[config.mk]
export PLATFORM = sky130hd
export DESIGN_NAME = gsu_div
export DESIGN_NICKNAME = d
export VERILOG_FILES = /design/src/rtl/core/gsu_pkg.sv /design/src/rtl/core/gsu_div.sv
export SDC_FILE = /design/constraint.sdc
export NUM_CORES = 1
export LEC_CHECK = 0
export ABC_CLOCK_PERIOD_IN_PS = 5300
export BUFFER_PORTS_ARGS = -buffer_cell sky130_fd_sc_hd__buf_2
export CAP_MARGIN = 10
export CORE_ASPECT_RATIO = 0.7
export CORE_UTILIZATION = 50
export CTS_BUF_LIST = sky130_fd_sc_hd__clkbuf_16
export CTS_CLUSTER_DIAMETER = 120
export DETAILED_ROUTE_END_ITERATION = 8
export GPL_TIMING_DRIVEN = 0
export PLACE_DENSITY = 0.73
export SLEW_MARGIN = 10
export SYNTH_ARGS = -nofsm -noshare
export SYNTH_HDL_FRONTEND = slang
export SYNTH_SLANG_ARGS = --single-unit
export TNS_END_PERCENT = 50
[constraint.sdc]
create_clock -name clk_i -period 5.3 [get_ports clk_i]
set_input_delay 0.265 -clock clk_i [delete_from_list [all_inputs] [get_ports clk_i]]
set_output_delay 0.265 -clock clk_i [all_outputs]
set_load 0.03 [all_outputs]
[src/rtl/core/gsu_pkg.sv]
// Shared types and constants of the graph segmentation union-merge core.
// Holds the command/result payload structs and the fixed field limits.
// No dependencies.
package gsu_pkg;

  typedef enum logic [1:0] {
    OP_INIT  = 2'd0,
    OP_MERGE = 2'd1,
    OP_SMALL = 2'd2,
    OP_LABEL = 2'd3
  } op_e;

  typedef struct packed {
    op_e         op;
    logic [15:0] from_index;
    logic [15:0] to_index;
    logic [16:0] edge_weight;
  } in_t;

  typedef struct packed {
    logic        joined;
    logic [15:0] root_index;
    logic [15:0] region_label;
  } out_t;

  localparam int unsigned  MC_W      = 20;
  localparam int unsigned  SIZE_W    = 17;
  localparam int unsigned  THR_W     = 21;
  localparam int unsigned  LBL_W     = 17;
  localparam int unsigned  RANK_W    = 8;
  localparam int unsigned  WQ_W      = 25;
  localparam int unsigned  THR_FRAC  = 8;

  localparam logic [MC_W-1:0]   MC_RESET   = 20'd76800;
  localparam logic [SIZE_W-1:0] MINS_RESET = 17'd50;
  localparam logic [SIZE_W-1:0] SIZE_SAT   = 17'h1FFFF;
  localparam logic [THR_W-1:0]  THR_SAT    = 21'h1FFFFF;
  localparam logic [LBL_W-1:0]  NO_LABEL   = 17'h10000;
  localparam logic [RANK_W-1:0] RANK_SAT   = 8'hFF;

  localparam logic REG_MERGE_CONSTANT  = 1'b0;
  localparam logic REG_MIN_REGION_SIZE = 1'b1;

endpackage

[src/rtl/core/gsu_div.sv]
// Restoring divider for the threshold term k/size, one quotient bit a cycle.
// Depends on gsu_pkg for the operand widths.
module gsu_div
  import gsu_pkg::*;
(
  input  logic              clk_i,
  input  logic              rst_ni,
  input  logic              start_i,
  input  logic [MC_W-1:0]   dividend_i,
  input  logic [SIZE_W-1:0] divisor_i,
  output logic              done_o,
  output logic [MC_W-1:0]   quotient_o
);

  localparam int unsigned CNT_W = $clog2(MC_W + 1);

  logic [CNT_W-1:0]  cnt_q, cnt_d;
  logic              busy_q, busy_d;
  logic              done_q, done_d;
  logic [SIZE_W-1:0] rem_q, rem_d;
  logic [MC_W-1:0]   quo_q, quo_d;
  logic [SIZE_W-1:0] dv_q, dv_d;
  logic [SIZE_W:0]   trial;

  always_comb begin
    cnt_d  = cnt_q;
    busy_d = busy_q;
    done_d = 1'b0;
    rem_d  = rem_q;
    quo_d  = quo_q;
    dv_d   = dv_q;
    trial  = {rem_q, quo_q[MC_W-1]};
    if (start_i) begin
      rem_d  = '0;
      quo_d  = dividend_i;
      dv_d   = divisor_i;
      cnt_d  = CNT_W'(MC_W);
      busy_d = 1'b1;
    end else if (busy_q) begin
      if (trial >= {1'b0, dv_q}) begin
        rem_d = SIZE_W'(trial - {1'b0, dv_q});
        quo_d = {quo_q[MC_W-2:0], 1'b1};
      end else begin
        rem_d = SIZE_W'(trial);
        quo_d = {quo_q[MC_W-2:0], 1'b0};
      end
      cnt_d = cnt_q - 1'b1;
      if (cnt_q == CNT_W'(1)) begin
        busy_d = 1'b0;
        done_d = 1'b1;
      end
    end
  end

  always_ff @(posedge clk_i or negedge rst_ni) begin
    if (!rst_ni) begin
      cnt_q  <= '0;
      busy_q <= 1'b0;
      done_q <= 1'b0;
    end else begin
      cnt_q  <= cnt_d;
      busy_q <= busy_d;
      done_q <= done_d;
    end
  end

  always_ff @(posedge clk_i) begin
    rem_q <= rem_d;
    quo_q <= quo_d;
    dv_q  <= dv_d;
  end

  assign done_o     = done_q;
  assign quotient_o = quo_q;

endmodule
# Word level (Yosys, flattened, before mapping)
# Cells that the tools add are included.
[totals]
ff_bits = 61
elab_cells = 23
input_bits = 40
out_inout_bits = 21
[classes]
addsub = 2
magnitude_cmp = 1
n_eq_ne = 1
n_mux = 12
reduce_logical = 1
[ops]
columns = ["op", "n"]
rows = [
  ["$mux 20", 2],
  ["$ge 18x17->1", 1],
  ["$mux 17", 1],
  ["$sub 17x17->17", 1],
  ["$mux 5", 2],
  ["$mux 1", 7],
  ["$eq 5x1->1 const B", 1],
  ["$sub 5x1->5 const B", 1],
  ["$reduce_bool 2->1", 1],
]

# Logic depth before layout (Yosys ltp)
# Gate-level depths: netlist (run 1).
[depth]
depth_word = 4
ltp_mapped = 11
ltp_nobuf = 10

# Least setup slack after synthesis (run 1)
# No wires, ideal clock.
[synth_timing]
kind = "flip-flop to flip-flop"
from = "register quo_q[19] (netlist: quotient_o[19])"
to = "register quo_q[0] (netlist: quotient_o[0]), data pin"
path_stages_with_launch = 11
synth_period_minus_slack_ns = 2.601
path_buffers = 0
arrival_ns = 2.341
slack_ns = 2.699
path_cell_list = "edfxtp_1 inv_1 ha_1 inv_1 fa_1 nand3_1 a21oi_1 o21a_1 o21ai_1 nand2_1 mux2_2"
[synth_via]
elab_chain_cells = 4
[synth_rtl]
columns = ["element", "line_no", "rtl"]
rows = [
  ["start: declaration", "gsu_div.sv:21", "logic [MC_W-1:0] quo_q, quo_d;"],
  ["start signal: assignment", "gsu_div.sv:69", "quo_q <= quo_d;"],
  ["$ge 18x17->1", "gsu_div.sv:40", "if (trial >= {1'b0, dv_q}) begin"],
  ["$mux 1", "gsu_div.sv:40", ""],
  ["$mux 20", "gsu_div.sv:39", "end else if (busy_q) begin"],
  ["$mux 20", "gsu_div.sv:33", "if (start_i) begin"],
  ["net quo_d[0]", "gsu_div.sv:21", ""],
]
# The timed path passes the listed nets, and every way through them passes these cells. The select of a mux whose other input is x is not followed.
# A chain may end at the register's enable or synchronous reset.

# Final worst setup path (run 1)
# Same ends and word-level chain as after synthesis.

==> run summary, run 1 <==
GRT Residual Overflow = 0
Final WL = 8930 um
PostCTS Resize Cnt = 0
PwrDens = 431 mW/mm^2
Required @ worst endpoint = 5.37 ns
CTS sink count = 61
CP Depth = 10
Initial Util = 52.3%
Pre-antenna DRT Iters = 5
N_diodes = 0
Placed cell areas = 0.00400 sq mm
Vias in the first global route = 2,834
Peak supply drop = 0.213 mV
Vias = 3,074
Placer Congestion = 0.933
Layout area overhead = 19.8%
Post-DP HPWL = 6400 um
Synth area leader = edfxtp_1
Design area = 0.00430 sq mm
# nets final = 483
CTS tree = built
Worst setup path startpoint = quotient_o[19]
Final setup violation count = 0
Max-cap violation count = 0
Post-synth EDFFs = 37
Cell breakdown of the critical path = inv_1 > ha_1 > inv_1 > fa_1 > nand3_1 > a21oi_1 > o21a_1 > o21ai_1 > nand2_1 > mux2_2
Top cells by instance count after synthesis = 37 x edfxtp_1, 30 x nor2_1, 24 x nand2_1, 22 x inv_1, 22 x nand3_1
Final min period = 2.95 ns
Top-area cell type share of the netlist area = 31.0%
Die height = 72.9 um
Hold Fails Final Rpt = 0
RSZ-0062 raised after global routing = no
Hold Crit Class = primary input to flop
R2R cell count = 10
Die area = 0.00752 sq mm
Clock H-tree levels = 3
Rows = 25
Clk_lat worst skew = 0.32 ns
Buf/Inv on CP = 2
Largest stage delay, worst path = 0.48 ns
Layout cells sized above 1 = 26.9%
Leakage power = 1.86 nW
Worst Hold Path Cells = 1
Antenna Violating Nets Remaining = 0
Max Freq = 339 MHz
Ports = 61
Clk slew on worst S/H paths = 0.06 ns
Root Driver = clkbuf_16
Slowest-stage cell, CP = o21ai_1
Initial antenna violation count = 0
Synth area leaders = edfxtp_1 31%, dfxtp_1 9.5%, ha_1 6.6%
Vias per Instance = 5.89
Most frequent cell after synthesis = edfxtp_1
DRC violations left = 0
Async S/R FF share, synth = 11.5%
#FFs+latches synth = 61
Post-CTS Setup Inserts = 0
Synth Flop Type = edfxtp_1
Gr usage total = 25.1%
Slew Viols, Final = 0
Cells after Synth = 351
Port Buffers = 60
Critical path launch point type = flop
Fin Setup TNS = 0 ns
Register area share after synthesis = 45.4%
CP most frequent cell = inv_1
Hold Startpoint = divisor_i[2]
Chip Width = 103 um
DRT iter0 DRCs = 254
CTS Buf Count = 9
Final-layout fill cell count = 562
Worst slew margin = 43.6%
Avg Inst Size Synth = 10.2 sq um
Cell Area, Synth = 0.00359 sq mm
CP Data Arrival Time = 3.03 ns
Number of library cell types mapped by synthesis = 64
Largest net degree at the start of global routing = 21
Final period utilization = 55.7%
Worst Path Max Fanout = 6
CP endpoint kind = flop
Core footprint = 0.00685 sq mm
Status = complete, no violations
Slew @ Worst Pin = 0.843 ns
Critical path class = flop to flop
Max clock buf depth = 2
Reg2reg start = quotient_o[19]
Avg WL per Cell = 17.1 um
Post-Syn Nets = 411
Yosys warns = 0
First-pass GRT wire length = 13,900 um
Top cell family by delay on the critical path = compound AO/OA/AOI/OAI gates
Worst Clk Skew = 0.00694 ns
[worst register-to-register path, cell delays in order, from the launching register on]
cell,delay [ns]
edfxtp_1,0.40
inv_1,0.08
ha_1,0.16
inv_1,0.06
fa_1,0.40
nand3_1,0.14
a21oi_1,0.10
o21a_1,0.26
o21ai_1,0.48
nand2_1,0.30
mux2_2,0.33
[cell type report]
class                      count  area (sq um)  area share [%]
multi-input combinational    246          1760            41.1
clock buffer                   9           225            5.24
tap                           94           118            2.74
sequential                    61          1630            37.9
inverter                      24          90.1            2.10
timing repair buffer          61           310            7.22
buffer                        20           105            2.45
clock inverter                 7          57.6            1.34
[logic make-up after synthesis]
group	count (synthesis)	share of synthesized area (%)
flops	61	45.4
compound gates	82	17.1
mux	21	6.56
simple gates	109	14.9
fa+ha+maj	20	7.19
xor+xnor	14	3.42
buf+inv	44	5.44
[timing repair]
item                                    CTS  global route
endpoints found under the hold margin     7             0
hold buffers                              1             0
endpoints found under the setup margin    0             0
[state kept, by name (all words and copies together) (netlist names)]
register and cells:
busy_q 1, cnt_q 5, done_o 1, dv_q 17, quotient_o 20, rem_q 17
[layer usage]
metal / vias to the layer above / track usage [%] / share of wire, %
li1: 1451 / - / -
met1: 1482 / 37.7 / 48
met2: 133 / 35.8 / 43
met3: 8 / 5.65 / 7.5
met4: 0 / 7.98 / 0.90
met5: - / 0 / 0
[worst paths after layout]
kind,to,slack [ns]
hold reg to reg,rem_q[3],0.51
setup reg to reg,quotient_o[0],2.35
min in group asynchronous,cnt_q[2],0.30
hold / removal,dv_q[2],0.11
setup / recovery,quotient_o[0],2.35
max in group asynchronous,cnt_q[0],4.85
[per-stage QoR]
step	worst slack (ns)	util [%]	hold WS, ns	std cells	power (mW)
3_5_place_dp	2.48	58.4	0.105	505	1.27
2_1_floorplan	2.70	-	-0.0306	351	1.12
4_1_cts	2.39	62.7	0.104	522	1.84
6_report	2.35	62.7	0.113	522	1.85
5_1_grt	2.20	62.7	0.103	522	1.94
3_3_place_gp	2.47	58.4	0.103	505	1.26
[power by group]
part	internal, mW	total [mW]	switching [mW]
Clock	0.357	0.560	0.203
Combinational	0.271	0.654	0.383
Sequential	0.582	0.637	0.0544
[layout by cell type (no fill, tap or decap), types with 3 or more instances in the layout]
cell / Yosys / layout
nor3b_1: 3 / 3
o21ai_0: 16 / 16
buf_2: 5 / 65
xor2_1: 6 / 6
edfxtp_1: 37 / 37
a21oi_1: 14 / 14
nor3_1: 3 / 3
o21a_1: 3 / 3
clkinv_1: 2 / 4
o211ai_1: 4 / 4
clkbuf_16: 0 / 9
a311oi_1: 12 / 12
inv_1: 22 / 23
a21o_1: 3 / 3
nand4_1: 3 / 3
and2_1: 3 / 3
xnor2_1: 8 / 8
clkbuf_1: 8 / 8
mux2_2: 20 / 20
a211oi_1: 3 / 3
dfxtp_1: 17 / 17
nand2_1: 24 / 24
dfrtp_1: 7 / 7
ha_1: 19 / 19
nor2_1: 30 / 30
and3_1: 3 / 3
nand3_1: 22 / 22
nand2b_1: 6 / 6
Note: power is estimated with default switching activity, not from simulation.
==> run 2: changes to the inputs <==
- ABC_CLOCK_PERIOD_IN_PS: 5300 -> 2500
- PLACE_DENSITY: 0.73 -> 0.76
- clock period: 5.3 -> 2.5 ns (I/O delays scaled with it)
==> run 2 against run 1 <==
Non-clock buffer count grew 31. Clock-buffer cell count did not move. Via count increased by 2.8%. Clock power is 120% higher. Sequential share of layout area is 3.7 points lower.
==> run summary, run 2 (synthesis gave the netlist of run 1 again) <==
Status = complete, no violations
Hold Crit Class = primary input to flop
Combinational power share = 39.5%
Chip Width = 103 um
Core footprint = 0.00685 sq mm
Sw Share = 34.6%
CTS sink count = 61
Layout cells sized above 1 = 33.1%
First-pass GRT wire length = 14,300 um
DRT iter0 DRCs = 287
Peak supply drop = 0.399 mV
Slowest-stage cell, CP = a221oi_4
Rows = 25
Port Buffers = 60
Worst slew margin = 43.1%
# nets final = 514
CP endpoint kind = flop
Final setup violation count = 0
Leakage power = 2.04 nW
Cell breakdown of the critical path = ha_1 > buf_6 > and3_4 > nor2b_2 > and2_4 > a221oi_4 > nand2_2 > mux2_4
CP Data Arrival Time = 2.55 ns
Final-layout fill cell count = 522
Max-cap violation count = 0
Placed Cells = 505
Clock H-tree levels = 3
Avg WL per Cell = 17.2 um
Total Power = 4.25 mW
Largest net degree at the start of global routing = 21
Final period utilization = 98.9%
Clk slew on worst S/H paths = 0.05 ns
Non-filler cells, final = 553
Worst Clk Skew = 0.00645 ns
CTS tree = built
Seq. cell area = 0.00163 sq mm
Pre-antenna DRT Iters = 5
Max Freq = 404 MHz
Vias in the first global route = 2,870
Fin Setup TNS = 0 ns
Critical path launch point type = flop
Required @ worst endpoint = 2.58 ns
RSZ-0062 raised after global routing = yes
Max clock buf depth = 2
Vias per Instance = 5.71
Gr usage total = 25.9%
Clk pwr share = 28.5%
Int Pwr = 2.78 mW
Critical path class = flop to flop
Final WL = 9490 um
Initial antenna violation count = 0
Worst Path Max Fanout = 8
Post-DP HPWL = 6470 um
Initial Util = 52.3%
Slew Viols, Final = 0
Root Driver = clkbuf_16
DRC violations left = 0
Clk_lat worst skew = 0.33 ns
Layout area overhead = 33.0%
Hold Fails Final Rpt = 0
NetSw = 1.47 mW
Slew @ Worst Pin = 0.852 ns
Ports = 61
Placer Congestion = 0.976
Max reg flops = 20
Commonest non-fill, non-tap cell in the layout = buf_2
GRT Residual Overflow = 0
Most frequent cells in the layout = 62 x buf_2, 37 x edfxtp_1, 30 x nor2_1
Die area = 0.00752 sq mm
Vias = 3,160
Min Hold Slack = 0.0973 ns
PwrDens = 892 mW/mm^2
CTS Buf Count = 9
Final min period = 2.47 ns
Largest stage delay, worst path = 0.43 ns
Die height = 72.9 um
N_diodes = 0
Flop pwr share = 32.0%
Area of the multi-input gates = 0.00191 sq mm
Antenna Violating Nets Remaining = 0
run 2: cell types whose count changed in the layout (fill, tap and decap cells not counted), sizes merged:
cell	previous run	this run
dlygate4sd3	1	18
buf	71	87
clkbuf	18	16
clkinvlp	0	2
inv	24	22
run 2: repair_timing:
action,in CTS,in global routing
setup endpoints to repair,18,17
gates cloned,0,1
buffers inserted,4,10
resized for setup,9,40
pin swaps,4,10
hold buffers,18,0
endpoints found under the hold margin,24,0
run 2: cell type report:
type,count,area share (%)
multi-input cells,246,40.0
flip-flops and latches,61,34.1
repair buffers,93,12.7
clock buffers,9,4.72
plain buffers,19,2.73
well taps,94,2.47
inverters,24,1.89
clock inverters,7,1.39
run 2: critical path, delay by kind of cell (launching register included):
| kind | cells | cell delay [ns] |
|---|---|---|
| simple gates | 4 | 0.70 |
| buf+inv | 1 | 0.14 |
| mux | 1 | 0.30 |
| fa+ha+maj | 1 | 0.32 |
| compound gates | 1 | 0.43 |
| flops | 1 | 0.34 |
run 2: layer usage:
| layer | GRT usage (%) | up-vias | part of all wire (%) |
|---|---|---|---|
| li1 | - | 1511 | - |
| met1 | 37.4 | 1481 | 44 |
| met3 | 6.99 | 19 | 9.2 |
| met5 | 0 | - | 0 |
| met2 | 38.4 | 149 | 45 |
| met4 | 6.73 | 0 | 1.8 |
run 2: power by group through the flow:
| stage | combinational (mW) | clock (mW) | sequential (mW) |
|---|---|---|---|
| finish | 1.68 | 1.21 | 1.36 |
| global placement | 1.31 | 0 | 1.36 |
| global route | 1.80 | 1.26 | 1.38 |
| floorplan | 0.948 | 0 | 1.42 |
| detailed placement | 1.33 | 0 | 1.37 |
| CTS | 1.44 | 1.22 | 1.35 |
run 2: final timing paths:
kind	from	slack (ns)	to	cells after the start
min reg2reg	rem_q[4]	0.52	rem_q[5]	2
max in group asynchronous	rst_ni	2.19	cnt_q[1]	2
min	dividend_i[15]	0.1	quotient_o[15]	2
max	rem_q[11]	0.03	quotient_o[0]	8
max reg2reg	rem_q[11]	0.03	quotient_o[0]	8
min in group asynchronous	rst_ni	0.16	busy_q	2
run 2: through the flow:
stage	instance area [sq um]	utilization (%)	setup slack, ns
floorplan	3590	-	0.00158
global placement	4010	58.5	-0.202
detailed placement	4010	58.5	-0.197
CTS	4550	66.5	-0.00836
global route	4770	69.6	-0.0585
finish	4770	69.6	0.0268
